**src/hdl/secs_pkg.sv**
```systemverilog
// Shared types and constants for the SPI EEPROM command sequencer.
// No dependencies; every other file but assert_macros.svh imports this package.
`default_nettype none

package secs_pkg;

  // Field widths
  localparam int unsigned MODE_W     = 3;
  localparam int unsigned IN_ADDR_W  = 19;
  localparam int unsigned LEN_W      = 20;
  localparam int unsigned BYTE_W     = 8;
  localparam int unsigned KIND_W     = 3;
  localparam int unsigned CFG_IDX_W  = 2;
  localparam int unsigned CFG_DATA_W = 5;
  localparam int unsigned LOG_W      = 5;
  localparam int unsigned NB_W       = 2;

  // Internal address space (three header bytes)
  localparam int unsigned ADDR_BITS  = 24;
  localparam int unsigned A8_BIT     = 8;

  // Configuration reset values
  localparam logic [LOG_W-1:0] CAP_LOG2_RST  = 5'd13;
  localparam logic [LOG_W-1:0] PAGE_LOG2_RST = 5'd5;
  localparam logic [NB_W-1:0]  ADDR_BYTES_RST = 2'd2;

  // Command queue
  localparam int unsigned QUEUE_DEPTH = 4;
  localparam int unsigned QUEUE_AW    = $clog2(QUEUE_DEPTH);

  // EEPROM opcodes
  localparam logic [BYTE_W-1:0] OP_WREN     = 8'h06;
  localparam logic [BYTE_W-1:0] OP_RDSR     = 8'h05;
  localparam logic [BYTE_W-1:0] OP_WRSR     = 8'h01;
  localparam logic [BYTE_W-1:0] OP_READ     = 8'h03;
  localparam logic [BYTE_W-1:0] OP_WRITE    = 8'h02;
  localparam logic [BYTE_W-1:0] OP_READ_A8  = 8'h0B;
  localparam logic [BYTE_W-1:0] OP_WRITE_A8 = 8'h0A;

  typedef enum logic [MODE_W-1:0] {
    MODE_BEGIN_WRITE  = 3'd0,
    MODE_WRITE_DATA   = 3'd1,
    MODE_BEGIN_READ   = 3'd2,
    MODE_WRITE_STATUS = 3'd3,
    MODE_READ_STATUS  = 3'd4
  } secs_mode_e;

  typedef enum logic [KIND_W-1:0] {
    KIND_SEND    = 3'd0,
    KIND_RELEASE = 3'd1,
    KIND_POLL    = 3'd2,
    KIND_RECEIVE = 3'd3,
    KIND_ERROR   = 3'd4,
    KIND_DONE    = 3'd5
  } secs_kind_e;

  typedef enum logic [CFG_IDX_W-1:0] {
    CFG_CAPACITY_LOG2      = 2'd0,
    CFG_PAGE_LOG2          = 2'd1,
    CFG_ADDRESS_BYTES      = 2'd2,
    CFG_HIGH_BIT_IN_OPCODE = 2'd3
  } secs_cfg_e;

  // Result slots in emission order; a command enables a subset of them
  typedef enum logic [3:0] {
    SLOT_PRE_RELEASE  = 4'd0,
    SLOT_PRE_POLL     = 4'd1,
    SLOT_READY_POLL   = 4'd2,
    SLOT_WREN         = 4'd3,
    SLOT_WREN_RELEASE = 4'd4,
    SLOT_OPCODE       = 4'd5,
    SLOT_ADDR_HI      = 4'd6,
    SLOT_ADDR_MID     = 4'd7,
    SLOT_ADDR_LO      = 4'd8,
    SLOT_DATA         = 4'd9,
    SLOT_RECEIVE      = 4'd10,
    SLOT_END_RELEASE  = 4'd11,
    SLOT_END_POLL     = 4'd12,
    SLOT_DONE         = 4'd13,
    SLOT_ERROR        = 4'd14
  } secs_slot_e;

  localparam int unsigned SLOT_COUNT = 15;

  typedef logic [SLOT_COUNT-1:0] secs_mask_t;

  // One classified command, as queued between front and back
  typedef struct packed {
    secs_mask_t             mask;
    logic [BYTE_W-1:0]      opcode;
    logic [ADDR_BITS-1:0]   addr;
    logic [BYTE_W-1:0]      data;
    logic [LEN_W-1:0]       count;
  } secs_desc_t;

endpackage

`default_nettype wire

```
**src/hdl/secs_cmd_if.sv**
```systemverilog
// Command channel: valid/ready handshake carrying one command word.
// Depends on secs_pkg for field widths.
`default_nettype none

interface secs_cmd_if;
  import secs_pkg::*;

  logic                 valid;
  logic                 ready;
  logic [MODE_W-1:0]    mode;
  logic [IN_ADDR_W-1:0] address;
  logic [LEN_W-1:0]     length;
  logic [BYTE_W-1:0]    data_byte;

  modport source (output valid, output mode, output address, output length,
                  output data_byte, input ready);
  modport sink   (input valid, input mode, input address, input length,
                  input data_byte, output ready);
endinterface

`default_nettype wire

```
**src/hdl/secs_act_if.sv**
```systemverilog
// Action channel: valid/ready handshake carrying one SPI action word.
// Depends on secs_pkg for field widths.
`default_nettype none

interface secs_act_if;
  import secs_pkg::*;

  logic              valid;
  logic              ready;
  logic [KIND_W-1:0] kind;
  logic [BYTE_W-1:0] spi_byte;
  logic [LEN_W-1:0]  receive_count;
  logic              last;

  modport source (output valid, output kind, output spi_byte, output receive_count,
                  output last, input ready);
  modport sink   (input valid, input kind, input spi_byte, input receive_count,
                  input last, output ready);
endinterface

`default_nettype wire

```
**src/hdl/spi_eeprom_command_sequencer_core.sv**
```systemverilog
// A taken command passes through the queue, the back end's mask register and the
// output register before its first action word is offered. Action words go out one
// per cycle unless act_o.ready stalls them; a command yields 1 to 10 words. Commands
// are taken one per cycle while the 4-entry queue between front and back end has room.
// Reset (rst_ni, async low) empties the queue and output and restores config defaults.
`default_nettype none

module spi_eeprom_command_sequencer_core (
  input  logic                             clk_i,
  input  logic                             rst_ni,
  secs_cmd_if.sink                         cmd_i,
  secs_act_if.source                       act_o,
  input  logic                             cfg_we_i,
  input  logic [secs_pkg::CFG_IDX_W-1:0]   cfg_idx_i,
  input  logic [secs_pkg::CFG_DATA_W-1:0]  cfg_wdata_i
);
  import secs_pkg::*;

  logic       q_full, q_push, q_empty, q_pop;
  secs_desc_t q_desc, q_head;

  // Classify commands
  secs_front u_front (
    .clk_i       (clk_i),
    .rst_ni      (rst_ni),
    .cmd_i       (cmd_i),
    .cfg_we_i    (cfg_we_i),
    .cfg_idx_i   (cfg_idx_i),
    .cfg_wdata_i (cfg_wdata_i),
    .q_full_i    (q_full),
    .q_push_o    (q_push),
    .q_desc_o    (q_desc)
  );

  // Decouple front and back
  secs_queue u_queue (
    .clk_i   (clk_i),
    .rst_ni  (rst_ni),
    .push_i  (q_push),
    .desc_i  (q_desc),
    .full_o  (q_full),
    .pop_i   (q_pop),
    .empty_o (q_empty),
    .head_o  (q_head)
  );

  // Emit action words
  secs_back u_back (
    .clk_i   (clk_i),
    .rst_ni  (rst_ni),
    .empty_i (q_empty),
    .head_i  (q_head),
    .pop_o   (q_pop),
    .act_o   (act_o)
  );

endmodule

`default_nettype wire

```
**src/hdl/secs_front.sv**
```systemverilog
// Front end: config registers, request checks, write-session state, and
// classification of each command word into a slot mask. Uses secs_pkg, secs_cmd_if.
`default_nettype none

module secs_front (
  input  logic                                 clk_i,
  input  logic                                 rst_ni,
  secs_cmd_if.sink                             cmd_i,
  input  logic                                 cfg_we_i,
  input  logic [secs_pkg::CFG_IDX_W-1:0]       cfg_idx_i,
  input  logic [secs_pkg::CFG_DATA_W-1:0]      cfg_wdata_i,
  input  logic                                 q_full_i,
  output logic                                 q_push_o,
  output secs_pkg::secs_desc_t                 q_desc_o
);
  import secs_pkg::*;

  localparam int unsigned WIDE_W = ADDR_BITS + 1;

  // Configuration
  logic [LOG_W-1:0] cap_log2_q, page_log2_q;
  logic [NB_W-1:0]  addr_bytes_q;
  logic             hbo_q;

  // Write session
  logic [ADDR_BITS-1:0] next_addr_q, next_addr_d;
  logic [LEN_W-1:0]     bytes_rem_q, bytes_rem_d;
  logic [LEN_W-1:0]     page_left_q, page_left_d;
  logic                 write_active_q, write_active_d;

  logic                 accept;
  logic [LOG_W-1:0]     cap_lg, pg_lg;
  logic [WIDE_W-1:0]    cap_size, in_addr_w, len_w, room_to_end;
  logic [WIDE_W-1:0]    pg_size, pg_off, pg_room, rem_w, na_w;
  logic [LEN_W-1:0]     clamped, page_start, page_cur, page_after, rem_after;
  logic                 req_ok, page_open, new_page;
  logic [NB_W-1:0]      nb_eff;
  secs_mask_t           pre_mask, hdr_mask;
  secs_desc_t           desc;

  // Config write port
  always_ff @(posedge clk_i or negedge rst_ni) begin
    if (!rst_ni) begin
      cap_log2_q   <= CAP_LOG2_RST;
      page_log2_q  <= PAGE_LOG2_RST;
      addr_bytes_q <= ADDR_BYTES_RST;
      hbo_q        <= 1'b0;
    end else if (cfg_we_i) begin
      case (secs_cfg_e'(cfg_idx_i))
        CFG_CAPACITY_LOG2:      cap_log2_q   <= cfg_wdata_i;
        CFG_PAGE_LOG2:          page_log2_q  <= cfg_wdata_i;
        CFG_ADDRESS_BYTES:      addr_bytes_q <= cfg_wdata_i[NB_W-1:0];
        CFG_HIGH_BIT_IN_OPCODE: hbo_q        <= cfg_wdata_i[0];
        default: ;
      endcase
    end
  end

  // Geometry and request check
  always_comb begin
    cap_lg      = (cap_log2_q > LOG_W'(ADDR_BITS)) ? LOG_W'(ADDR_BITS) : cap_log2_q;
    cap_size    = {{(WIDE_W-1){1'b0}}, 1'b1} << cap_lg;
    in_addr_w   = {{(WIDE_W-IN_ADDR_W){1'b0}}, cmd_i.address};
    len_w       = {{(WIDE_W-LEN_W){1'b0}}, cmd_i.length};
    room_to_end = cap_size - in_addr_w;
    clamped     = (len_w > room_to_end) ? room_to_end[LEN_W-1:0] : cmd_i.length;
    req_ok      = (in_addr_w < cap_size) && (cmd_i.length != '0);
  end

  // Page arithmetic for the next data byte
  always_comb begin
    pg_lg      = (page_log2_q < cap_lg) ? page_log2_q : cap_lg;
    pg_size    = {{(WIDE_W-1){1'b0}}, 1'b1} << pg_lg;
    na_w       = {1'b0, next_addr_q};
    pg_off     = na_w & (pg_size - 1'b1);
    pg_room    = pg_size - pg_off;
    rem_w      = {{(WIDE_W-LEN_W){1'b0}}, bytes_rem_q};
    new_page   = (page_left_q == '0);
    page_start = (pg_room < rem_w) ? pg_room[LEN_W-1:0] : bytes_rem_q;
    page_cur   = new_page ? page_start : page_left_q;
    page_after = page_cur - 1'b1;
    rem_after  = bytes_rem_q - 1'b1;
  end

  // Common mask fragments
  always_comb begin
    page_open = write_active_q && (page_left_q != '0);
    nb_eff    = (addr_bytes_q == '0) ? NB_W'(1) : addr_bytes_q;
    pre_mask  = '0;
    pre_mask[SLOT_PRE_RELEASE] = page_open;
    pre_mask[SLOT_PRE_POLL]    = page_open;
    hdr_mask  = '0;
    hdr_mask[SLOT_OPCODE]   = 1'b1;
    hdr_mask[SLOT_ADDR_LO]  = 1'b1;
    hdr_mask[SLOT_ADDR_MID] = (nb_eff >= NB_W'(2));
    hdr_mask[SLOT_ADDR_HI]  = (nb_eff == NB_W'(3));
  end

  // Command classification and session update
  always_comb begin
    desc           = '0;
    desc.data      = cmd_i.data_byte;
    next_addr_d    = next_addr_q;
    bytes_rem_d    = bytes_rem_q;
    page_left_d    = page_left_q;
    write_active_d = write_active_q;
    case (secs_mode_e'(cmd_i.mode))
      MODE_BEGIN_WRITE: begin
        if (!req_ok) begin
          desc.mask[SLOT_ERROR] = 1'b1;
        end else begin
          desc.mask = pre_mask;
          desc.mask[SLOT_READY_POLL] = 1'b1;
          next_addr_d    = {{(ADDR_BITS-IN_ADDR_W){1'b0}}, cmd_i.address};
          bytes_rem_d    = clamped;
          page_left_d    = '0;
          write_active_d = 1'b1;
        end
      end
      MODE_WRITE_DATA: begin
        if (!write_active_q || (bytes_rem_q == '0)) begin
          desc.mask[SLOT_ERROR] = 1'b1;
        end else begin
          if (new_page) begin
            desc.mask = hdr_mask;
            desc.mask[SLOT_WREN]         = 1'b1;
            desc.mask[SLOT_WREN_RELEASE] = 1'b1;
          end
          desc.opcode = (hbo_q && next_addr_q[A8_BIT]) ? OP_WRITE_A8 : OP_WRITE;
          desc.addr   = next_addr_q;
          desc.mask[SLOT_DATA] = 1'b1;
          page_left_d = page_after;
          bytes_rem_d = rem_after;
          next_addr_d = next_addr_q + 1'b1;
          if (page_after == '0) begin
            desc.mask[SLOT_END_RELEASE] = 1'b1;
            desc.mask[SLOT_END_POLL]    = 1'b1;
          end
          if (rem_after == '0) begin
            desc.mask[SLOT_DONE] = 1'b1;
            write_active_d = 1'b0;
            page_left_d    = '0;
          end
        end
      end
      MODE_BEGIN_READ: begin
        if (!req_ok) begin
          desc.mask[SLOT_ERROR] = 1'b1;
        end else begin
          desc.mask   = pre_mask | hdr_mask;
          desc.mask[SLOT_RECEIVE]     = 1'b1;
          desc.mask[SLOT_END_RELEASE] = 1'b1;
          desc.opcode = (hbo_q && cmd_i.address[A8_BIT]) ? OP_READ_A8 : OP_READ;
          desc.addr   = {{(ADDR_BITS-IN_ADDR_W){1'b0}}, cmd_i.address};
          desc.count  = clamped;
          write_active_d = 1'b0;
          page_left_d    = '0;
        end
      end
      MODE_WRITE_STATUS: begin
        desc.mask = pre_mask;
        desc.mask[SLOT_READY_POLL]   = 1'b1;
        desc.mask[SLOT_WREN]         = 1'b1;
        desc.mask[SLOT_WREN_RELEASE] = 1'b1;
        desc.mask[SLOT_OPCODE]       = 1'b1;
        desc.mask[SLOT_DATA]         = 1'b1;
        desc.mask[SLOT_END_RELEASE]  = 1'b1;
        desc.opcode    = OP_WRSR;
        write_active_d = 1'b0;
        page_left_d    = '0;
      end
      MODE_READ_STATUS: begin
        desc.mask = pre_mask;
        desc.mask[SLOT_OPCODE]      = 1'b1;
        desc.mask[SLOT_RECEIVE]     = 1'b1;
        desc.mask[SLOT_END_RELEASE] = 1'b1;
        desc.opcode    = OP_RDSR;
        desc.count     = LEN_W'(1);
        write_active_d = 1'b0;
        page_left_d    = '0;
      end
      default: begin
        desc.mask[SLOT_ERROR] = 1'b1;
      end
    endcase
  end

  // Handshake: take a word whenever the queue has room
  assign cmd_i.ready = !q_full_i;
  assign accept      = cmd_i.valid && !q_full_i;
  assign q_push_o    = accept;
  assign q_desc_o    = desc;

  always_ff @(posedge clk_i or negedge rst_ni) begin
    if (!rst_ni) begin
      next_addr_q    <= '0;
      bytes_rem_q    <= '0;
      page_left_q    <= '0;
      write_active_q <= 1'b0;
    end else if (accept) begin
      next_addr_q    <= next_addr_d;
      bytes_rem_q    <= bytes_rem_d;
      page_left_q    <= page_left_d;
      write_active_q <= write_active_d;
    end
  end

endmodule

`default_nettype wire

```
**src/hdl/secs_queue.sv**
```systemverilog
// Short FIFO of classified commands between front and back end.
// Uses secs_pkg for the descriptor type and depth.
`default_nettype none

module secs_queue (
  input  logic                  clk_i,
  input  logic                  rst_ni,
  input  logic                  push_i,
  input  secs_pkg::secs_desc_t  desc_i,
  output logic                  full_o,
  input  logic                  pop_i,
  output logic                  empty_o,
  output secs_pkg::secs_desc_t  head_o
);
  import secs_pkg::*;

  secs_desc_t            entries_q [QUEUE_DEPTH];
  logic [QUEUE_AW-1:0]   wr_ptr_q, rd_ptr_q;
  logic [QUEUE_AW:0]     count_q;

  assign full_o  = (count_q == (QUEUE_AW+1)'(QUEUE_DEPTH));
  assign empty_o = (count_q == '0);
  assign head_o  = entries_q[rd_ptr_q];

  // Storage
  always_ff @(posedge clk_i) begin
    if (push_i) begin
      entries_q[wr_ptr_q] <= desc_i;
    end
  end

  // Pointers and fill level
  always_ff @(posedge clk_i or negedge rst_ni) begin
    if (!rst_ni) begin
      wr_ptr_q <= '0;
      rd_ptr_q <= '0;
      count_q  <= '0;
    end else begin
      if (push_i) begin
        wr_ptr_q <= wr_ptr_q + 1'b1;
      end
      if (pop_i) begin
        rd_ptr_q <= rd_ptr_q + 1'b1;
      end
      case ({push_i, pop_i})
        2'b10:   count_q <= count_q + 1'b1;
        2'b01:   count_q <= count_q - 1'b1;
        default: count_q <= count_q;
      endcase
    end
  end

endmodule

`default_nettype wire

```
**src/hdl/secs_back.sv**
```systemverilog
// Back end: walks the current command's slot mask into an output register,
// one action word per cycle unless stalled; uses secs_pkg and secs_act_if.
`default_nettype none

module secs_back (
  input  logic                  clk_i,
  input  logic                  rst_ni,
  input  logic                  empty_i,
  input  secs_pkg::secs_desc_t  head_i,
  output logic                  pop_o,
  secs_act_if.source            act_o
);
  import secs_pkg::*;

  // Lowest enabled slot goes out first
  function automatic secs_slot_e first_slot(input secs_mask_t m);
    secs_slot_e s;
    s = SLOT_ERROR;
    for (int i = SLOT_COUNT - 1; i >= 0; i--) begin
      if (m[i]) begin
        s = secs_slot_e'(4'(i));
      end
    end
    return s;
  endfunction

  secs_mask_t        act_mask_q, mask_left;
  secs_desc_t        act_q;
  secs_slot_e        cur;
  logic              last_slot, emit, act_done, out_free;

  logic              out_valid_q;
  logic [KIND_W-1:0] out_kind_q;
  logic [BYTE_W-1:0] out_byte_q;
  logic [LEN_W-1:0]  out_count_q;
  logic              out_last_q;

  secs_kind_e        kind;
  logic [BYTE_W-1:0] sbyte;
  logic [LEN_W-1:0]  rcount;

  // Slot selection and sequencing
  always_comb begin
    cur       = first_slot(act_mask_q);
    last_slot = ((act_mask_q & (act_mask_q - 1'b1)) == '0);
    mask_left = act_mask_q;
    mask_left[cur] = 1'b0;
    out_free  = !out_valid_q || act_o.ready;
    emit      = (act_mask_q != '0) && out_free;
    act_done  = emit && last_slot;
    pop_o     = !empty_i && ((act_mask_q == '0) || act_done);
  end

  // Action word for the current slot
  always_comb begin
    kind   = KIND_SEND;
    sbyte  = '0;
    rcount = '0;
    case (cur)
      SLOT_PRE_RELEASE:  kind = KIND_RELEASE;
      SLOT_PRE_POLL:     kind = KIND_POLL;
      SLOT_READY_POLL:   kind = KIND_POLL;
      SLOT_WREN:         sbyte = OP_WREN;
      SLOT_WREN_RELEASE: kind = KIND_RELEASE;
      SLOT_OPCODE:       sbyte = act_q.opcode;
      SLOT_ADDR_HI:      sbyte = act_q.addr[23:16];
      SLOT_ADDR_MID:     sbyte = act_q.addr[15:8];
      SLOT_ADDR_LO:      sbyte = act_q.addr[7:0];
      SLOT_DATA:         sbyte = act_q.data;
      SLOT_RECEIVE: begin
        kind   = KIND_RECEIVE;
        rcount = act_q.count;
      end
      SLOT_END_RELEASE:  kind = KIND_RELEASE;
      SLOT_END_POLL:     kind = KIND_POLL;
      SLOT_DONE:         kind = KIND_DONE;
      SLOT_ERROR:        kind = KIND_ERROR;
      default:           kind = KIND_ERROR;
    endcase
  end

  // Control state
  always_ff @(posedge clk_i or negedge rst_ni) begin
    if (!rst_ni) begin
      act_mask_q  <= '0;
      out_valid_q <= 1'b0;
    end else begin
      if (pop_o) begin
        act_mask_q <= head_i.mask;
      end else if (emit) begin
        act_mask_q <= mask_left;
      end
      if (emit) begin
        out_valid_q <= 1'b1;
      end else if (act_o.ready) begin
        out_valid_q <= 1'b0;
      end
    end
  end

  // Payload registers
  always_ff @(posedge clk_i) begin
    if (pop_o) begin
      act_q <= head_i;
    end
    if (emit) begin
      out_kind_q  <= kind;
      out_byte_q  <= sbyte;
      out_count_q <= rcount;
      out_last_q  <= last_slot;
    end
  end

  assign act_o.valid         = out_valid_q;
  assign act_o.kind          = out_kind_q;
  assign act_o.spi_byte      = out_byte_q;
  assign act_o.receive_count = out_count_q;
  assign act_o.last          = out_last_q;

endmodule

`default_nettype wire

```
**src/flat_wrapper.sv**
```systemverilog
// flat-port wrapper written by rule: the top's interface ports become plain ports
module spi_eeprom_command_sequencer_core_flat import secs_pkg::*;
  (clk_i, rst_ni, cfg_we_i, cfg_idx_i, cfg_wdata_i, cmd_i_valid, cmd_i_mode, cmd_i_address, cmd_i_length, cmd_i_data_byte, cmd_i_ready, act_o_valid, act_o_kind, act_o_spi_byte, act_o_receive_count, act_o_last, act_o_ready);
  secs_cmd_if cmd_i_i ();
  secs_act_if act_o_i ();
  input  logic clk_i;
  input  logic rst_ni;
  input  logic cfg_we_i;
  input  logic [secs_pkg::CFG_IDX_W-1:0] cfg_idx_i;
  input  logic [secs_pkg::CFG_DATA_W-1:0] cfg_wdata_i;
  input wire logic [$bits(cmd_i_i.valid)-1:0] cmd_i_valid;
  input wire logic [$bits(cmd_i_i.mode)-1:0] cmd_i_mode;
  input wire logic [$bits(cmd_i_i.address)-1:0] cmd_i_address;
  input wire logic [$bits(cmd_i_i.length)-1:0] cmd_i_length;
  input wire logic [$bits(cmd_i_i.data_byte)-1:0] cmd_i_data_byte;
  output wire logic [$bits(cmd_i_i.ready)-1:0] cmd_i_ready;
  output wire logic [$bits(act_o_i.valid)-1:0] act_o_valid;
  output wire logic [$bits(act_o_i.kind)-1:0] act_o_kind;
  output wire logic [$bits(act_o_i.spi_byte)-1:0] act_o_spi_byte;
  output wire logic [$bits(act_o_i.receive_count)-1:0] act_o_receive_count;
  output wire logic [$bits(act_o_i.last)-1:0] act_o_last;
  input wire logic [$bits(act_o_i.ready)-1:0] act_o_ready;
  assign cmd_i_i.valid = cmd_i_valid;
  assign cmd_i_i.mode = cmd_i_mode;
  assign cmd_i_i.address = cmd_i_address;
  assign cmd_i_i.length = cmd_i_length;
  assign cmd_i_i.data_byte = cmd_i_data_byte;
  assign cmd_i_ready = cmd_i_i.ready;
  assign act_o_valid = act_o_i.valid;
  assign act_o_kind = act_o_i.kind;
  assign act_o_spi_byte = act_o_i.spi_byte;
  assign act_o_receive_count = act_o_i.receive_count;
  assign act_o_last = act_o_i.last;
  assign act_o_i.ready = act_o_ready;
  spi_eeprom_command_sequencer_core u_core (.clk_i(clk_i), .rst_ni(rst_ni), .cmd_i(cmd_i_i), .act_o(act_o_i), .cfg_we_i(cfg_we_i), .cfg_idx_i(cfg_idx_i), .cfg_wdata_i(cfg_wdata_i));
endmodule
```
**config.mk**
```make
export PLATFORM = sky130hd
export DESIGN_NAME = spi_eeprom_command_sequencer_core_flat
export DESIGN_NICKNAME = d
export VERILOG_FILES = /design/src/hdl/secs_pkg.sv /design/src/hdl/secs_cmd_if.sv /design/src/hdl/secs_act_if.sv /design/src/hdl/spi_eeprom_command_sequencer_core.sv /design/src/hdl/secs_front.sv /design/src/hdl/secs_queue.sv /design/src/hdl/secs_back.sv /design/src/flat_wrapper.sv
export SDC_FILE = /design/constraint.sdc
export NUM_CORES = 1
export LEC_CHECK = 0
export ABC_CLOCK_PERIOD_IN_PS = 13100
export BUFFER_PORTS_ARGS = -buffer_cell sky130_fd_sc_hd__buf_4
export CAP_MARGIN = 25
export CORE_ASPECT_RATIO = 0.75
export CORE_UTILIZATION = 50
export CTS_CLUSTER_SIZE = 25
export DETAILED_ROUTE_END_ITERATION = 10
export GPL_ROUTABILITY_DRIVEN = 0
export PLACE_DENSITY = 0.64
export SYNTH_ARGS = -nofsm -noshare
export SYNTH_HDL_FRONTEND = slang
export SYNTH_SLANG_ARGS = --single-unit
```
**constraint.sdc**
```tcl
create_clock -name clk_i -period 13.1 [get_ports clk_i]
set_clock_uncertainty 0.15 [all_clocks]
set_input_delay 0.655 -clock clk_i [delete_from_list [all_inputs] [get_ports clk_i]]
set_output_delay 0.655 -clock clk_i [all_outputs]
set_load 0.02 [all_outputs]
```
==> metrics.md, run 1 <==
| Metric | Value |
|---|---|
| Largest net degree at the start of global routing | 67 |
| Synth Warn # | 0 |
| Max-Cap Viols | 0 |
| Multiplexer share of the synthesized area | 0.08335 |
| CP Data Required Time | 13.34 ns |
| Post-CTS Setup Bufs | 0 |
| Main synth FF type | edfxtp_1 |
| Synth Register Bits | 465 |
| Synthesized net count | 2306 |
| Post-synthesis async set-or-reset flop share | 0.2172 |
| Post-route antenna net violation count | 0 |
| Fmax | 89.28 MHz |
| Final Cell Area | 0.02799 mm2 |
| Largest family of logic cells by synthesized area | compound AO/OA/AOI/OAI gates |
| Adder-cell share of the synthesized area | 0.04108 |
| Leakage Power | 10.37 nW |
| Gr ovfl total | 0 |
| Power density over cell area | 254.8 mW/mm2 |
| Critical path class | reg2reg |
| Sw power | 3.119 mW |
| Internal Power | 4.012 mW |
| I/O Pins | 96 |
| Outcome | complete, but fails checks |
| Worst EP arrival | 11.44 ns |
| Xor and xnor area share after synthesis | 0.02054 |
| Slew Limit Fails | 0 |
| Element type at the critical path start | flop |
| Die H | 196.3 um |
| Worst Path Max Fanout | 22 |
| CTS Hold Bufs | 0 |
| DR WL/cell | 24.29 um |
| RR Endpoint | u_core.u_queue.entries_q[3][71]$_DFFE_PP_ |
| # H-tree levels | 2 |
| Post-route setup slack | 1.899 ns |
| Power share of the combinational group | 0.486 |
| Worst-margin pin slew | 1.008 ns |
| Final TNS setup | 0 ns |
| Syn avg cell area | 11.62 um2 |
| Reg2Reg Depth | 37 |
| Iter 0 DRT Violations | 2206 |
| Clock Sink Count | 465 |
| Area grow syn2layout | 11.24% |
| Failing checks | hold timing |
| Inserted Diodes | 0 |
| Sequential share of power | 0.334 |
| Total CTS buffers | 45 |
| Final #Nets | 2368 |
| DRT Wirelength | 70720 um |
| Setup crit end kind | flop |
| Hold/Removal Path Class | in2async |
| Clock transition at path regs | 0.06 ns |
| Via/cell ratio | 6.500 |
| Final period util | 0.8551 |
| Max-slew headroom | 0.3090 |
| First-pass GRT wire length | 108300 um |
| Post-synthesis compound-gate area fraction | 0.1503 |
| Floorplan Core Area | 0.04922 mm2 |
| Slowest stage cell, crit path | dfrtp_1 |
| Placed cell areas | 0.02649 mm2 |
| Yosys cell types | 106 |
| Total power | 7.131 mW |
| CTS tree | built |
| Reg2Reg Launch Point | u_core.u_front.cap_log2_q[4]$_DFFE_PN0P_ |
| Minimum clock period | 11.20 ns |
| Clock group share of total power | 0.180 |
| Initial Util | 0.5111 |
| Drt first pass iters | 8 |
| Die X-Extent | 261.0 um |
| Final setup viols | 0 |
| Post-synth top area cell | edfxtp_1 |
| Antenna violations before repair | 2 |
| Cells after Synth | 2165 |
| Crit path largest cell delay | 0.69 ns |
| Simple-gate share of the synthesized area | 0.1339 |
| Hold Slack | -0.009976 ns |
| Post-placement worst setup slack | 1.858 ns |
| Final Hold Viols | 2 |
| Root Buffer | clkbuf_16 |
| FF-to-FF setup slack | 1.90 ns |
| Most numerous cell in the Yosys netlist | edfxtp_1 |
| Top cells by area, synth | edfxtp_1, dfrtp_1, mux4_2, ha_1, o21ai_0 |
| Fraction of layout cells with a size suffix above 1 | 0.1631 |
| Worst VDD drop | 0.4178 mV |
| Commonest cells in the netlist | edfxtp_1, nand2_1, nor2_1, o21ai_0, inv_1 |
| Post-Syn Area | 0.02516 mm2 |
| DRC Markers | 0 |
| RSZ-0062 raised after global routing | false |
| Clk buf depth | 3 |
| Vias | 18922 |
| # rows | 70 |
| CP dominant cell by count | nand2_1 |
| Worst-Skew Late Latency | 0.60 ns |
| Gr usage total | 0.2779 |
| Utilization after layout | 0.5686 |
| Post-CTS sizing | 0 |
| Number of synthesized flops with an enable pin | 364 |
| Register area share after synthesis | 0.5352 |
| Port Buffers | 95 |
| Fillers | 4099 |
| Vias in the first global route | 17914 |
| Die area | 0.05123 mm2 |
| Synth top area share | 0.4345 |
| Switching share of total power | 0.4374 |
| Hpwl dp | 51350 um |
[worst max-delay path: cells and delay by family (launching register included)]
kind            cells  cell delay, ns
compound gates     14            4.01
xor+xnor            2            0.24
fa+ha+maj           4            1.26
buf+inv             1            0.23
flops               1            0.69
mux                 1            0.40
simple gates       15            4.00
[through the flow]
stage	std cells	hold WS, ns
finish	2911	-0.009976
floorplan	2165	0.2094
CTS	2909	0.03825
detailed placement	2826	0.3426
global placement	2821	0.3344
global route	2911	0.07812
[state kept, by name (all words and copies together), names as in the netlist, 5 cells and up]
| name | flops |
|---|---|
| u_core.u_back.act_o.spi_byte | 8 |
| u_core.u_front.next_addr_q | 24 |
| u_core.u_front.page_left_q | 20 |
| u_core.u_front.bytes_rem_q | 20 |
| u_core.u_queue.entries_q | 276 |
| u_core.u_back.act_o.receive_count | 20 |
| u_core.u_front.cap_log2_q | 5 |
| u_core.u_back.act_mask_q | 15 |
| u_core.u_back.act_q | 56 |
| u_core.u_front.page_log2_q | 5 |
[cells in the final DEF (no fill, tap or decap), types with 46 or more instances in the layout]
master / instances
mux4_2: 68
dfrtp_1: 93
nor2_1: 163
ha_1: 77
nand3_1: 57
nand2_1: 182
a21oi_1: 107
edfxtp_1: 364
nor3_1: 46
buf_4: 112
o21ai_0: 139
inv_1: 115
[logic make-up after synthesis]
group | count (synthesis)
multiplexers | 120
AO/OA/AOI/OAI | 544
adder cells (fa/ha/maj) | 82
flip-flops | 465
AND/OR/NAND/NOR | 675
XOR/XNOR | 59
buffers and inverters | 220
[final cells by class]
cell class	instances	area [um2]	area share
multi-input cells	1480	10830	0.3871
flip-flops and latches	465	13470	0.4813
clock inverters	31	309.0	0.01104
well taps	648	810.8	0.02897
inverters	116	435.4	0.01556
repair buffers	119	974.7	0.03483
clock buffers	52	1152	0.04118
[power by group through the flow]
stage | clock [mW] | combinational (mW) | sequential, mW
3_5_place_dp | 0 | 3.38 | 2.39
5_1_grt | 1.37 | 3.74 | 2.41
6_report | 1.29 | 3.46 | 2.38
2_1_floorplan | 0 | 2.52 | 2.24
4_1_cts | 1.31 | 3.40 | 2.37
3_3_place_gp | 0 | 3.33 | 2.38
[routing by layer]
layer / wire [um] / vias to the layer above / global-route usage
met4: 1749 / 0 / 0.07752
met1: 31330 / 9370 / 0.4173
met3: 6858 / 121 / 0.05271
met2: 30780 / 1011 / 0.4106
li1: - / 8420 / -
met5: 0 / - / 0
[worst max path at each step]
| stage | startpoint | to | depth (start not counted) |
|---|---|---|---|
| 2_1_floorplan | u_core.u_front.cap_log2_q[2]$_DFFE_PN1P_ | u_core.u_queue.entries_q[0][71]$_DFFE_PP_ | 42 |
| 6_report | u_core.u_front.cap_log2_q[4]$_DFFE_PN0P_ | u_core.u_queue.entries_q[3][71]$_DFFE_PP_ | 37 |
| 3_3_place_gp | u_core.u_front.cap_log2_q[3]$_DFFE_PN1P_ | u_core.u_queue.entries_q[0][71]$_DFFE_PP_ | 37 |
| 3_5_place_dp | u_core.u_front.cap_log2_q[3]$_DFFE_PN1P_ | u_core.u_queue.entries_q[0][71]$_DFFE_PP_ | 36 |
| 5_1_grt | u_core.u_front.cap_log2_q[3]$_DFFE_PN1P_ | u_core.u_queue.entries_q[3][71]$_DFFE_PP_ | 37 |
| 4_1_cts | u_core.u_front.cap_log2_q[3]$_DFFE_PN1P_ | u_core.u_queue.entries_q[0][71]$_DFFE_PP_ | 37 |
Power figures use the tool's default switching activity.
==> run 2, diff against run 1 <==
--- a/config.mk
+++ b/config.mk
@@ -5,7 +5,7 @@
 export SDC_FILE = /design/constraint.sdc
 export NUM_CORES = 1
 export LEC_CHECK = 0
-export ABC_CLOCK_PERIOD_IN_PS = 13100
+export ABC_CLOCK_PERIOD_IN_PS = 9900
 export BUFFER_PORTS_ARGS = -buffer_cell sky130_fd_sc_hd__buf_4
 export CAP_MARGIN = 25
 export CORE_ASPECT_RATIO = 0.75
@@ -13,7 +13,7 @@
 export CTS_CLUSTER_SIZE = 25
 export DETAILED_ROUTE_END_ITERATION = 10
 export GPL_ROUTABILITY_DRIVEN = 0
-export PLACE_DENSITY = 0.64
+export PLACE_DENSITY = 0.66
 export SYNTH_ARGS = -nofsm -noshare
 export SYNTH_HDL_FRONTEND = slang
 export SYNTH_SLANG_ARGS = --single-unit
==> constraint.sdc (replaced) <==
create_clock -name clk_i -period 9.9 [get_ports clk_i]
set_clock_uncertainty 0.15 [all_clocks]
set_input_delay 0.495 -clock clk_i [delete_from_list [all_inputs] [get_ports clk_i]]
set_output_delay 0.495 -clock clk_i [all_outputs]
set_load 0.02 [all_outputs]
==> run 2 against run 1 <==
Effect of this change: critical endpoint is now u_core.u_queue.entries_q[2][71]$_DFFE_PP_; power is 35% higher; flip-flop and latch count stayed put; clock-buffer cell count is 2 lower; sequential power is 32% higher; via count is 0.62% higher; the run now ends clean; core utilization is 0.74 points higher; wire length is 0.77% higher.
==> metrics.md, run 2 (synthesis results as in run 1) <==
| Metric | Value |
|---|---|
| Slowest stage cell, crit path | dfstp_2 |
| Regs by FF count | u_core.u_queue.entries_q x276, u_core.u_back.act_q x56, u_core.u_front.next_addr_q x24 |
| Post-route insts no fill | 2942 (+1.1%) |
| Vias | 19040 (+0.62%) |
| Root Buffer | clkbuf_16 |
| # H-tree levels | 2 (unchanged) |
| Initial Util | 0.5111 (unchanged) |
| Hold/Removal Path Class | in2reg |
| CP dominant cell by count | a21o_1 |
| Gr ovfl total | 0 (unchanged) |
| Area grow syn2layout | 12.70% |
| Gr usage total | 0.2777 (about the same) |
| FF-to-FF setup slack | 0.49 ns (-1.41 ns) |
| Clock transition at path regs | 0.07 ns (about the same) |
| Drt first pass iters | 8 (unchanged) |
| Worst-Skew Late Latency | 0.60 ns (about the same) |
| Buffers plus inverters on the worst setup path | 0 (-1) |
| Reg2Reg Depth | 37 (unchanged) |
| Via/cell ratio | 6.472 (-0.44%) |
| Element type at the critical path start | flop |
| Final Cell Area | 0.02835 mm2 (+1.3%) |
| Final Hold Viols | 0 (-2) |
| I/O Pins | 96 (unchanged) |
| CTS tree | built |
| Placed Cells | 2844 (+0.64%) |
| Largest net degree at the start of global routing | 70 (+4.5%) |
| Fraction of layout cells with a size suffix above 1 | 0.1774 (+0.01436) |
| Max-Cap Viols | 0 (unchanged) |
| Met2 track demand over resource | 0.4042 (-0.006484) |
| Grt met3 use | 0.05659 (+0.003876) |
| # rows | 70 (unchanged) |
| Hpwl dp | 51200 um (-0.30%) |
| Die X-Extent | 261.0 um (unchanged) |
| GR Util met1 | 0.4141 (-0.003173) |
| Final setup viols | 0 (unchanged) |
| Power density over cell area | 339.3 mW/mm2 (+33%) |
| Post-route antenna net violation count | 0 (unchanged) |
| Commonest non-fill, non-tap cell in the layout | edfxtp_1 |
| Fmax | 106.3 MHz (+19%) |
| Hold path endpoint | u_core.u_front.page_log2_q[2]$_DFFE_PN1P_ |
| Minimum clock period | 9.409 ns (-1.792 ns) |
| Utilization after layout | 0.5760 (+0.007422) |
| Clk buf depth | 3 (unchanged) |
| Final TNS setup | 0 ns (unchanged) |
| Port Buffers | 95 (unchanged) |
| Placed cell areas | 0.02657 mm2 (+0.28%) |
| First-pass GRT wire length | 108300 um (about the same) |
| Leakage Power | 10.55 nW (+1.7%) |
| Worst EP arrival | 9.69 ns (-1.75 ns) |
| FF/Latch Area | 0.01347 mm2 (unchanged) |
| DRC Markers | 0 (unchanged) |
| Cell family with most CP delay | compound AO/OA/AOI/OAI gates |
| Max-slew headroom | 0.2952 (-0.01383) |
| DRT Wirelength | 71260 um (+0.77%) |
| Vias in the first global route | 17902 (-0.067%) |
| Floorplan Core Area | 0.04922 mm2 (unchanged) |
| Largest register FFs | 276 (unchanged) |
| Iter 0 DRT Violations | 2536 (+15%) |
| Worst-margin pin slew | 1.050 ns (+0.04202 ns) |
| Biggest register | u_core.u_queue.entries_q |
| WHS Path Cells | 2 |
| Commonest cells after routing, fill and taps aside | edfxtp_1, nand2_1, nor2_1 |
| Worst Path Max Fanout | 13 (-41%) |
| Most crowded layer after global routing | met1 |
| Slew Limit Fails | 0 (unchanged) |
| Die area | 0.05123 mm2 (unchanged) |
| Area of the multi-input gates | 0.01093 mm2 (+0.91%) |
| Final period util | 0.9504 (+0.09534) |
| Outcome | finished clean |
| Reg2Reg Launch Point | u_core.u_front.cap_log2_q[3]$_DFFE_PN1P_ |
| DR WL/cell | 24.22 um (-0.29%) |
| RR Endpoint | u_core.u_queue.entries_q[2][71]$_DFFE_PP_ |
| Crit path largest cell delay | 0.54 ns (-0.15 ns) |
| CP Data Required Time | 10.18 ns (-3.16 ns) |
| HP Start | cfg_wdata_i[2] |
| Inserted Diodes | 0 (unchanged) |
| Worst VDD drop | 0.4322 mV (+3.5%) |
| Final #Nets | 2401 (+1.4%) |
| Setup crit end kind | flop |
| Total CTS buffers | 44 (-2.2%) |
| Antenna violations before repair | 1 (-1) |
| Die H | 196.3 um (unchanged) |
| Clock Sink Count | 465 (unchanged) |
| Fillers | 3974 (-3.0%) |
| Critical path class | reg2reg |
[run 2: changes by cell type in the layout (fill, tap and decap cells not counted), moves of 3 or more]
cell and change:
and3_4 -3, clkinv_1 -3, dlygate4sd3_1 +10, inv_6 -4, and3_2 +3, buf_4 +23
[run 2: layout make-up]
cell class	instances	area share
Clock buffer	50	0.03963
Multi-Input combinational cell	1480	0.3856
Clock inverter	30	0.01227
Inverter	116	0.01536
Tap cell	648	0.02860
Sequential cell	465	0.4751
Timing Repair Buffer	153	0.04342
[run 2: repair_timing]
item	in CTS	in global routing
hold endpoints to repair	65	0
buffers inserted	0	3
hold buffers	10	0
resized for setup	1	20
endpoints found under the setup margin	4	19
pin swaps	0	4
[run 2: per-layer routing]
| metal | vias to the layer above | part of all wire |
|---|---|---|
| met5 | - | 0.000098 |
| met4 | 2 | 0.030 |
| met3 | 146 | 0.10 |
| met2 | 1052 | 0.43 |
| met1 | 9370 | 0.43 |
| li1 | 8470 | - |
[run 2: worst reg2reg max path, delay by kind of cell (launching register included)]
| family | cells | cell delay (ns) |
|---|---|---|
| compound gates | 18 | 3.86 |
| xor+xnor | 2 | 0.39 |
| fa+ha+maj | 4 | 1.05 |
| flops | 1 | 0.54 |
| mux | 1 | 0.30 |
| simple gates | 12 | 2.99 |
[run 2: worst max path at each step]
stage	from	end	slack [ns]	cells past startpoint
2_1_floorplan	u_core.u_front.cap_log2_q[2]$_DFFE_PN1P_	u_core.u_queue.entries_q[0][71]$_DFFE_PP_	0.42	42
3_3_place_gp	u_core.u_front.cap_log2_q[3]$_DFFE_PN1P_	u_core.u_queue.entries_q[0][71]$_DFFE_PP_	0.35	39
3_5_place_dp	u_core.u_front.cap_log2_q[3]$_DFFE_PN1P_	u_core.u_queue.entries_q[3][71]$_DFFE_PP_	0.04	40
4_1_cts	u_core.u_front.cap_log2_q[3]$_DFFE_PN1P_	u_core.u_queue.entries_q[2][71]$_DFFE_PP_	0.06	40
5_1_grt	u_core.u_front.cap_log2_q[3]$_DFFE_PN1P_	u_core.u_queue.entries_q[0][71]$_DFFE_PP_	-0.03	37
6_report	u_core.u_front.cap_log2_q[3]$_DFFE_PN1P_	u_core.u_queue.entries_q[2][71]$_DFFE_PP_	0.49	37
[run 2: report_power, final]
group | switching, mW | internal, mW
Clock | 0.764 | 0.961
Combinational | 2.99 | 1.77
Sequential | 0.445 | 2.69
Total | 4.20 | 5.42
[run 2: stage by stage]
step / hold slack [ns] / setup slack (ns) / power [mW]
2_1_floorplan: 0.04941 / 0.4163 / 6.292
3_3_place_gp: 0.3391 / 0.3505 / 7.562
3_5_place_dp: 0.3462 / 0.03839 / 7.637
4_1_cts: 0.0004149 / 0.05932 / 9.381
5_1_grt: 0.01128 / -0.02547 / 10.12
6_report: 0.02161 / 0.4911 / 9.621
